**src/crcdf_pkg.sv**
```systemverilog
// Shared constants, result codes and the CRC-16/ARC byte update for the deframer.
package crcdf_pkg;

  localparam int MaxPayload = 1024;
  localparam int LenWidth   = 11;
  localparam int IdxWidth   = 10;

  localparam logic [7:0]  START_BYTE = 8'hFF;
  localparam logic [15:0] ARC_POLY   = 16'hA001;

  localparam logic [LenWidth-1:0] MAX_LEN = LenWidth'(MaxPayload);

  localparam logic [1:0] KIND_DATA = 2'd0;
  localparam logic [1:0] KIND_GOOD = 2'd1;
  localparam logic [1:0] KIND_BAD  = 2'd2;

  // One byte through the reflected CRC, eight shift steps on 16 bits.
  function automatic logic [15:0] crc_arc_byte(input logic [15:0] crc_in,
                                               input logic [7:0]  data);
    logic [15:0] c;
    c = crc_in ^ {8'h00, data};
    for (int i = 0; i < 8; i++) begin
      if (c[0]) begin
        c = (c >> 1) ^ ARC_POLY;
      end else begin
        c = c >> 1;
      end
    end
    return c;
  endfunction

endpackage

```
**src/crc16_message_deframer.sv**
```systemverilog
// Top level of the start-word message deframer with CRC-16/ARC check.
//
//   channel   direction  handshake               word contents
//   input     in         in_valid / in_ready     rx_byte
//   result    out        out_valid / out_ready   result_kind, message_id, byte_index,
//                                                byte_value, received_crc, computed_crc
//   config    in         cfg_we                  cfg_data (payload length)
//
// One received word is taken per cycle when the result side keeps up. A word is
// decoded and folded into the CRC while it sits in the input register, once the
// result register is free or being emptied, and any result it causes is then
// registered in the result register and shown at the outputs.
// The CRC update of a whole byte is done combinationally in the decode stage.
// Reset (rst, synchronous) returns the deframer to hunting for the first start
// byte, clears the message state and the payload length, and empties both registers.
// A stalled result holds the decode stage; the input register then fills and
// in_ready drops, so no word is lost or repeated.
module crc16_message_deframer
  import crcdf_pkg::*;
(
  input  logic                clk,
  input  logic                rst,
  input  logic                cfg_we,
  input  logic [LenWidth-1:0] cfg_data,
  input  logic                in_valid,
  output logic                in_ready,
  input  logic [7:0]          rx_byte,
  output logic                out_valid,
  input  logic                out_ready,
  output logic [1:0]          result_kind,
  output logic [15:0]         message_id,
  output logic [IdxWidth-1:0] byte_index,
  output logic [7:0]          byte_value,
  output logic [15:0]         received_crc,
  output logic [15:0]         computed_crc
);

  localparam logic [2:0] PH_HUNT1  = 3'd0;
  localparam logic [2:0] PH_HUNT2  = 3'd1;
  localparam logic [2:0] PH_ID_HI  = 3'd2;
  localparam logic [2:0] PH_ID_LO  = 3'd3;
  localparam logic [2:0] PH_DATA   = 3'd4;
  localparam logic [2:0] PH_CRC_HI = 3'd5;
  localparam logic [2:0] PH_CRC_LO = 3'd6;

  // Configuration and message state.
  logic [LenWidth-1:0] payload_length;
  logic [2:0]          phase, phase_next;
  logic [15:0]         id_store, id_store_next;
  logic [LenWidth-1:0] payload_count, payload_count_next;
  logic [15:0]         running_crc, running_crc_next;
  logic [7:0]          crc_high_byte, crc_high_byte_next;

  // Input register.
  logic       in_full;
  logic [7:0] in_byte;

  // Decode results for the word in the input register.
  logic                emit;
  logic [1:0]          kind_next;
  logic [IdxWidth-1:0] index_next;
  logic [7:0]          value_next;
  logic [15:0]         rx_crc_next;

  logic                proc_fire;
  logic [LenWidth-1:0] eff_len;
  logic [LenWidth-1:0] count_inc;
  logic [15:0]         crc_upd;
  logic [15:0]         rx_crc_full;

  // The decode stage moves whenever the result register is free or being emptied.
  assign proc_fire = in_full && (!out_valid || out_ready);
  assign in_ready  = !in_full || proc_fire;

  // Lengths above the maximum saturate.
  assign eff_len     = (payload_length > MAX_LEN) ? MAX_LEN : payload_length;
  assign count_inc   = payload_count + LenWidth'(1);
  assign rx_crc_full = {crc_high_byte, in_byte};

  // The ID high byte restarts the CRC from zero; every other CRC byte continues it.
  assign crc_upd = crc_arc_byte((phase == PH_ID_HI) ? 16'h0000 : running_crc, in_byte);

  always_comb begin
    phase_next         = phase;
    id_store_next      = id_store;
    payload_count_next = payload_count;
    running_crc_next   = running_crc;
    crc_high_byte_next = crc_high_byte;
    emit               = 1'b0;
    kind_next          = KIND_DATA;
    index_next         = '0;
    value_next         = '0;
    rx_crc_next        = '0;
    case (phase)
      PH_HUNT1: begin
        if (in_byte == START_BYTE) begin
          phase_next = PH_HUNT2;
        end
      end
      PH_HUNT2: begin
        // A second byte that is not a start byte is dropped and the hunt restarts.
        phase_next = (in_byte == START_BYTE) ? PH_ID_HI : PH_HUNT1;
      end
      PH_ID_HI: begin
        running_crc_next   = crc_upd;
        id_store_next      = {in_byte, 8'h00};
        payload_count_next = '0;
        phase_next         = PH_ID_LO;
      end
      PH_ID_LO: begin
        running_crc_next   = crc_upd;
        id_store_next      = {id_store[15:8], in_byte};
        payload_count_next = '0;
        phase_next         = (eff_len == '0) ? PH_CRC_HI : PH_DATA;
      end
      PH_DATA: begin
        if (payload_count >= eff_len) begin
          // The length shrank during the frame: this byte is the CRC high byte.
          crc_high_byte_next = in_byte;
          phase_next         = PH_CRC_LO;
        end else begin
          running_crc_next   = crc_upd;
          emit               = 1'b1;
          kind_next          = KIND_DATA;
          index_next         = payload_count[IdxWidth-1:0];
          value_next         = in_byte;
          payload_count_next = count_inc;
          if (count_inc >= eff_len) begin
            phase_next = PH_CRC_HI;
          end
        end
      end
      PH_CRC_HI: begin
        crc_high_byte_next = in_byte;
        phase_next         = PH_CRC_LO;
      end
      PH_CRC_LO: begin
        emit        = 1'b1;
        kind_next   = (rx_crc_full == running_crc) ? KIND_GOOD : KIND_BAD;
        rx_crc_next = rx_crc_full;
        phase_next  = PH_HUNT1;
      end
      default: begin
        phase_next = PH_HUNT1;
      end
    endcase
  end

  // Configuration register.
  always_ff @(posedge clk) begin
    if (rst) begin
      payload_length <= '0;
    end else if (cfg_we) begin
      payload_length <= cfg_data;
    end
  end

  // Input register.
  always_ff @(posedge clk) begin
    if (rst) begin
      in_full <= 1'b0;
    end else if (in_ready) begin
      in_full <= in_valid;
    end
  end

  always_ff @(posedge clk) begin
    if (in_valid && in_ready) begin
      in_byte <= rx_byte;
    end
  end

  // Message state advances once per decoded word.
  always_ff @(posedge clk) begin
    if (rst) begin
      phase         <= PH_HUNT1;
      id_store      <= '0;
      payload_count <= '0;
      running_crc   <= '0;
      crc_high_byte <= '0;
    end else if (proc_fire) begin
      phase         <= phase_next;
      id_store      <= id_store_next;
      payload_count <= payload_count_next;
      running_crc   <= running_crc_next;
      crc_high_byte <= crc_high_byte_next;
    end
  end

  // Result register. A payload result carries the CRC including its own byte.
  always_ff @(posedge clk) begin
    if (rst) begin
      out_valid <= 1'b0;
    end else if (proc_fire) begin
      out_valid <= emit;
    end else if (out_ready) begin
      out_valid <= 1'b0;
    end
  end

  always_ff @(posedge clk) begin
    if (proc_fire && emit) begin
      result_kind  <= kind_next;
      message_id   <= id_store;
      byte_index   <= index_next;
      byte_value   <= value_next;
      received_crc <= rx_crc_next;
      computed_crc <= running_crc_next;
    end
  end

endmodule

```
**config.mk**
```make
export PLATFORM = sky130hd
export DESIGN_NAME = crc16_message_deframer
export DESIGN_NICKNAME = d
export VERILOG_FILES = /design/src/crcdf_pkg.sv /design/src/crc16_message_deframer.sv
export SDC_FILE = /design/constraint.sdc
export NUM_CORES = 1
export LEC_CHECK = 0
export BUFFER_PORTS_ARGS = -buffer_cell sky130_fd_sc_hd__buf_2
export CAP_MARGIN = 15
export CORE_UTILIZATION = 35
export DETAILED_ROUTE_END_ITERATION = 7
export PLACE_DENSITY = 0.61
export SLEW_MARGIN = 10
export SYNTH_ARGS = -nofsm -noshare
export SYNTH_HDL_FRONTEND = slang
export SYNTH_SLANG_ARGS = --single-unit
```
**constraint.sdc**
```tcl
create_clock -name clk -period 8.8 [get_ports clk]
set_input_delay 1.76 -clock clk [delete_from_list [all_inputs] [get_ports clk]]
set_output_delay 1.76 -clock clk [all_outputs]
set_load 0.02 [all_outputs]
```
# After elaboration in Yosys (flattened, before gate mapping)
# Index checks and enable logic that the tools add are counted.
dict set report classes {
  magnitude_cmp 3
  muxes 28
  reduce_logical 20
  add_sub_neg 1
  n_eq_ne 12
  bitwise_logic 11
}
# operator n
set op_table {}
lappend op_table {{$mux 16} 10}
lappend op_table {{$pmux 16 s2} 2}
lappend op_table {{$not 2->3} 8}
lappend op_table {{$ge 11x11->1} 2}
lappend op_table {{$mux 11} 2}
lappend op_table {{$pmux 11 s2} 1}
lappend op_table {{$pmux 3 s6} 1}
lappend op_table {{$eq 16x16->1} 1}
lappend op_table {{$pmux 8 s2} 1}
lappend op_table {{$xor 16x8->16} 1}
lappend op_table {{$reduce_and 3->1} 4}
lappend op_table {{$add 11x1->11 const B} 1}
lappend op_table {{$gt 11x11->1 const B} 1}
lappend op_table {{$logic_not 11->1} 1}
lappend op_table {{$eq 3x3->1 const B} 3}
lappend op_table {{$mux 3} 3}
lappend op_table {{$eq 8x8->1 const B} 1}
lappend op_table {{$mux 8} 1}
lappend op_table {{$reduce_bool 2->1} 4}
lappend op_table {{$eq 3x2->1 const B} 2}
lappend op_table {{$ne 2x2->1 const B} 3}
lappend op_table {{$mux 1} 4}
lappend op_table {{$mux 2} 2}
lappend op_table {{$reduce_or 2->1} 2}
lappend op_table {{9 further kinds} 14}
dict set report word_totals {
  reg_bits 143
  in_bits 24
  elab_cells 91
}

# Depth between registers and ports, before layout
# Gate-level depths: netlist of the first run.
dict set report depth {
  ltp_word 21
  ltp_mapped 14
  mapped_depth_nobuf 13
}

# Least setup slack after synthesis of the first run
# Ideal clock, no wire load.
dict set report synth_timing {
  path_kind {flip-flop to flip-flop}
  start {reg payload_length[10]}
  end {reg byte_index[0], enable pin}
  arrival_ns 5.044
  stages_incl_launch_ff 12
  slack_ns 3.262
  required_ns 8.306
  n_path_buf 2
  path_cell_list {dfxtp_1 inv_1 clkbuf_1 nand2_1 ha_1 a211o_1 a2111oi_4 o21ai_2 nand2_1 clkbuf_1 nor2_1 nor2_1}
}
dict set report synth_via {
  elab_chain_len 6
}
# element line
set synth_rtl {}
lappend synth_rtl {{from (decl)} crc16_message_deframer.sv:47} ;# logic [LenWidth-1:0] payload_length;
lappend synth_rtl {{from (signal assigned)} crc16_message_deframer.sv:154} ;# payload_length <= cfg_data;
lappend synth_rtl {{$gt 11x11->1} crc16_message_deframer.sv:76} ;# assign eff_len = (payload_length > MAX_LEN) ? MAX_LEN : payload_length;
lappend synth_rtl {{$mux 11 (*)} crc16_message_deframer.sv:76}
lappend synth_rtl {{$ge 11x11->1 (*)} crc16_message_deframer.sv:117} ;# if (payload_count >= eff_len) begin
lappend synth_rtl {{$mux 1 (*)} crc16_message_deframer.sv:117}
lappend synth_rtl {{$pmux 1 s2 (*)} crc16_message_deframer.sv:94} ;# case (phase)
lappend synth_rtl {{$logic_and 1x1->1 (*)} crc16_message_deframer.sv:202} ;# if (proc_fire && emit) begin
lappend synth_rtl {{to (signal assigned)} crc16_message_deframer.sv:205} ;# byte_index <= index_next;
lappend synth_rtl {{to (decl)} crc16_message_deframer.sv:32} ;# output logic [IdxWidth-1:0] byte_index,
# Mark *: on every way between the ends. The rest lies on a longest branch, timed or not.
# A chain may end at the register's enable or synchronous reset.

# Worst setup path in the final report of the first run
dict set report layout_timing {
  start {reg payload_length[10]}
  end {reg byte_index[8], enable pin}
}
# Same word-level chain as after synthesis.

==> results.md, run 1 <==
- Cell Pwr Density: approximately 190 nW/um^2
- First-pass GRT wire length: between 20,000 and 25,000 um
- Grt met1 use: 0.200
- Async SR Flop Fraction: 0
- Wirelength, routed: about 15,000 um
- Min Hold Slack: about 0.42 ns
- Initial core utilization: 0.356
- FF-to-FF path depth: 10
- Top cell type's share of synthesized area: 0.343
- Die H: about 140 um
- FMAX: 248 MHz
- CTS clk-pin slew, worst paths: about 0.06 ns
- Yosys cell types: 52
- Period utilization: 0.458
- Largest net degree at the start of global routing: about 70
- Crit path DAT: around 4.1 ns
- Worst setup EP type: register
- Setup Viol. Count Final: 0
- RD Place Congestion: between 0.8 and 0.9
- Final hold viol count: 0
- Vias/cell: 4.98
- Routed length per instance: about 16 um
- Hold Crit Depth: 0
- Area growth, synth to finish: 17.1%
- CTS sink count: between 100 and 150
- HPWL Detailed: roughly 11,000 um
- Clk_skew: between 0.015 and 0.02 ns
- Core ar.: 18,700 um^2
- Slew Viols, Final: 0
- Hold buffers post-CTS: 0
- Setup bufs post-CTS: 0
- Drt drc: 0
- Syn_area_per_cell: roughly 11 um^2
- CP required: around 8.9 ns
- Worst skew pair latency: between 0.4 and 0.5 ns
- CTS resizes: 0
- GRT Total Usage: 0.166
- GRT Residual Overflow: 0
- Sum Neg Setup Slack: 0 ns
- Die X: ~140 um
- Seq/Total Area, Yosys: 0.544
- Unrepaired setup endpoints after global routing: no
- Layout cells sized above 1: 0.205
- Final core occ: 0.417
- Peak supply drop: around 0.00013 V
- Number of global-route vias before repair: ~4,600
- Row cnt: 50
- CP max FO: 49
- Antenna-violating nets left: 0
- Worst hold path class: register to register
- Grt peak-use layer: met2
- Met3 Track Usage GR: 0.0451
- Rel. slew slack: 0.355
- Maximum buffer depth of the clock tree: 2
- Met2 Usage GRT: 0.283
- Leakage: 2.81 nW
- Cells after Synth: roughly 620
- Syn Nets: between 600 and 700
- Initial DRC count: 270
- YS warnings: 0
- Antenna diodes: 0
- Post-layout nets: 743
- Die ar.: ~20,000 um^2
- Cts bufs inserted: 17
- Initial antenna violation count: 0
- Crit path kind: register to register
- Slew of the pin with the lowest slew margin: 0.964 ns
- Router iterations before antenna repair: 4
- Crit start category: register
- EDFF count, synth: 76
- Top_reg_cell synth: edfxtp_1
- Final min period: just over 4 ns
- Synthesized flop and latch total: roughly 140
- Total power: 1.47 mW
- PortBufs: 93
- Top post-synthesis cells by area: edfxtp_1, dfxtp_1, xnor2_1
- Largest area contributor in the netlist: edfxtp_1
- CTS root buffer: clkbuf_16
- H-Tree Depth: 4
- CTS tree: built
- DR vias: roughly 4,700
- Status: finished, final reports clean
- Ports: 94
- Mapped cell area: between 6000 and 7000 um^2
- Max-capacitance violation count: 0
[cells in the mapped netlist (5+ instances only)]
master and count:
and3_1 6, xor2_1 8, clkbuf_1 27, nand4_1 8, nand3_1 13, a22o_1 5, dfxtp_1 67, mux2i_1 20
and2_1 36, nand2_1 85, o21ai_0 16, ha_1 23, nor2_1 65, xnor2_1 46, nor3_1 5, edfxtp_1 76
a21oi_1 35, inv_1 5, a32oi_1 5, a21o_1 5, a22oi_1 9
[critical path, cell delays in order (launching register included)]
cell and delay (ns):
dfxtp_1 0.34, inv_1 0.26, nand2_1 0.13, ha_1 0.29, a211o_1 0.29, a2111oi_4 0.44
o21ai_2 0.17, nand2_1 0.45, nor2_1 0.14, nor2_4 0.50, buf_4 0.60
[through the flow]
| stage | instance area [um^2] | instances | setup WS, ns |
|---|---|---|---|
| after floorplan | 6660 | 624 | 3.26 |
| after global placement | 7240 | 911 | 4.80 |
| after detailed placement | 7240 | 911 | 4.72 |
| after CTS | 7800 | 943 | 4.71 |
| after global routing | 7800 | 943 | 4.40 |
| final | 7800 | 943 | 4.77 |
[layer usage]
layer | routed length [um] | up-vias | share of wire
met5 | 0 | - | 0
met4 | 228 | 0 | 0.015
met3 | 725 | 23 | 0.047
met2 | 7600 | 106 | 0.49
met1 | 6840 | 2257 | 0.44
li1 | - | 2306 | -
[cells by family (layout without fill, tap and decap cells)]
| logic type | count (synthesis) | count (layout) | share of synthesized area |
|---|---|---|---|
| AND/OR/NAND/NOR | 239 | 239 | 0.172 |
| flip-flops | 143 | 143 | 0.544 |
| AO/OA/AOI/OAI | 91 | 91 | 0.0902 |
| XOR/XNOR | 59 | 59 | 0.0844 |
| buffers and inverters | 49 | 134 | 0.0355 |
| adder cells (fa/ha/maj) | 23 | 23 | 0.0432 |
| multiplexers | 20 | 20 | 0.0301 |
[cell type report]
type,count,area (um^2)
clock buffers,17,425
clock inverters,15,136
fillers,1793,10900
inverters,5,18.8
multi-input cells,432,2810
flip-flops and latches,143,3620
well taps,234,293
repair buffers,97,495
[state kept, by name, indices dropped and copies added (netlist names)]
name	flops
id_store	16
phase	3
in_byte	8
message_id	16
crc_high_byte	8
computed_crc	16
byte_value	8
byte_index	10
received_crc	16
in_full	1
out_valid	1
result_kind	2
payload_count	11
payload_length	11
running_crc	16
[final timing paths]
kind / slack [ns] / to / start
hold / removal: 0.42 / message_id[13] / id_store[13]
setup / recovery: 4.77 / byte_index[8] / payload_length[10]
hold reg to reg: 0.42 / message_id[13] / id_store[13]
setup reg to reg: 4.77 / byte_index[8] / payload_length[10]
[cells in the final DEF, fill, tap and decap left out, types with 5 or more instances in the layout]
cell	Yosys	final
a32oi_1	5	5
mux2i_1	20	20
buf_2	4	93
nor2_1	65	64
and3_1	6	6
ha_1	23	23
dfxtp_1	67	67
nand3_1	13	13
nand2_1	85	85
nor3_1	5	5
and2_1	36	36
a22o_1	5	5
a21oi_1	35	35
a21o_1	5	5
a22oi_1	9	9
edfxtp_1	76	76
o21ai_0	16	16
clkbuf_16	0	17
xnor2_1	46	46
nand4_1	8	8
xor2_1	8	8
inv_1	5	5
[report_power, final]
part	switching (mW)	internal (mW)
Combinational	0.0369	0.0328
Clock	0.293	0.392
Sequential	0.00972	0.702
Total	0.339	1.13
Note: power is estimated with default switching activity, not from simulation.
==> run 2, diff against run 1 <==
==> constraint.sdc (replaced) <==
create_clock -name clk -period 4.1 [get_ports clk]
set_input_delay 0.82 -clock clk [delete_from_list [all_inputs] [get_ports clk]]
set_output_delay 0.82 -clock clk [all_outputs]
set_load 0.02 [all_outputs]
==> results.md, run 2 (synthesized netlist as in run 1, its figures left out) <==
- Status: finished, final reports clean
- Initial DRC count: around 300
- HPWL Detailed: about 11,000 um
- Leakage: between 2 and 3 nW
- Crit path capture: payload_count[9]
- Clk_skew: 0.00737 ns
- First-pass GRT wire length: around 25,000 um
- Ports: 94
- Peak supply drop: around 0.00027 V
- Antenna-violating nets left: 0
- CP max FO: 17
- Slew Viols, Final: 0
- Setup bufs post-CTS: 0
- Flop-to-flop setup slack: 1.02 ns
- Final hold viol count: 0
- Pre-CTS setup slack: ~1.0 ns
- Antenna diodes: 0
- Final min period: 3.08 ns
- CP required: between 4 and 5 ns
- H-Tree Depth: 4
- CTS root buffer: clkbuf_16
- Worst setup EP type: register
- Critical path launch point: payload_count[0]
- Rel. slew slack: 0.296
- Final core occ: 0.421
- Router iterations before antenna repair: 4
- Period utilization: 0.751
- FMAX: approximately 320 MHz
- Drt drc: 0
- Layout cells sized above 1: 0.211
- Metal-1 WL: about 6800 um
- Initial core utilization: 0.356
- Die X: roughly 140 um
- Number of global-route vias before repair: about 4,500
- Initial antenna violation count: 0
- Worst hold path class: register to register
- Row cnt: 50
- Setup Viol. Count Final: 0
- CTS tree: built
- RD Place Congestion: 0.830
- Post-layout nets: about 750
- Met3 routed WL: a little over 600 um
- Crit start category: register
- PortBufs: between 90 and 100
- CTS sink count: roughly 140
- CTS clk-pin slew, worst paths: 0.06 ns
- Commonest non-fill, non-tap cell in the layout: buf_2
- Most frequent cells in the layout: buf_2, nand2_1, edfxtp_1
- Crit path DAT: between 3 and 4 ns
- CTS resizes: 0
- Reg2reg start: payload_count[0]
- Slew of the pin with the lowest slew margin: roughly 1.1 ns
- Max-capacitance violation count: 0
- Cts bufs inserted: 17
- Die H: approximately 140 um
- Wirelength, routed: ~15,000 um
- Cell Count, Final, Fillers Out: roughly 950
- Worst skew pair latency: about 0.42 ns
- GRT Total Usage: 0.168
- DR vias: between 4,000 and 5,000
- Setup ws final: roughly 1.0 ns
- Unrepaired setup endpoints after global routing: no
- FF-to-FF path depth: 10
- Vias/cell: 4.97
- Routed length per instance: ~16 um
- Met2 WL: about 7700 um
- Total power: 3.24 mW
- Die ar.: approximately 20,000 um^2
- Reg2reg end: payload_count[9]
- Area growth, synth to finish: 18.3%
- Placed cell count: ~900
- Highest metal used: met4
- GRT Residual Overflow: 0
- Sum Neg Setup Slack: 0 ns
- Maximum buffer depth of the clock tree: 2
- Core ar.: ~19,000 um^2
- Hold buffers post-CTS: 0
- Crit path kind: register to register
- Cell Pwr Density: ~410 nW/um^2
- Largest net degree at the start of global routing: between 50 and 60
==> run 2: cell count changes in the layout (fill, tap and decap cells not counted) <==
cell        before  now
clkinv_2         2    3
clkbuf_8         0    1
buf_4            4    9
clkinvlp_4       1    3
bufinv_16        1    3
clkinv_4         4    3
inv_8            1    0
inv_6            4    1
clkinv_1         2    1
==> run 2: routing by layer <==
layer,vias up,global-route usage
li1,2317,-
met1,2260,0.208
met2,112,0.283
met3,25,0.0421
met4,0,0.0607
met5,-,0
==> run 2: worst min path at each step <==
stage            startpoint             end  cells past startpoint
2_1_floorplan  id_store[10]  message_id[10]                      0
3_3_place_gp   id_store[11]  message_id[11]                      0
3_5_place_dp   id_store[13]  message_id[13]                      0
4_1_cts        id_store[13]  message_id[13]                      0
5_1_grt         id_store[5]   message_id[5]                      0
6_report       id_store[13]  message_id[13]                      0
==> run 2: area by class of cell <==
| class | count | area (um^2) |
|---|---|---|
| fill | 1791 | 10800 |
| inverter | 5 | 18.8 |
| tap | 234 | 293 |
| sequential | 143 | 3620 |
| clock buffer | 18 | 439 |
| timing repair buffer | 102 | 533 |
| clock inverter | 14 | 166 |
| multi-input combinational | 432 | 2810 |
==> run 2: where the power goes <==
group          internal, mW  switching, mW  leakage, nW  total (mW)
Sequential             1.51         0.0178         1.14        1.52
Combinational        0.0717         0.0831         1.42       0.155
Clock                 0.970          0.595        0.290        1.57
Total                  2.55          0.696         2.85        3.24
==> run 2: through the flow <==
| step | hold WS [ns] | cell area [um^2] |
|---|---|---|
| detailed placement | 0.418 | 7270 |
| global route | 0.444 | 7880 |
| floorplan | 0.402 | 6670 |
| finish | 0.427 | 7880 |
| global placement | 0.410 | 7270 |
| CTS | 0.431 | 7880 |
==> run 2: worst max-delay path, cell delays in order (launching register included) <==
cell and delay, ns:
dfxtp_1 0.40, inv_1 0.11, ha_1 0.31, nand2b_1 0.15, a211o_1 0.32, a2111oi_4 0.43
o21ai_2 0.17, and3_1 0.45, nor2_8 0.37, nand3_1 0.12, a21oi_1 0.17
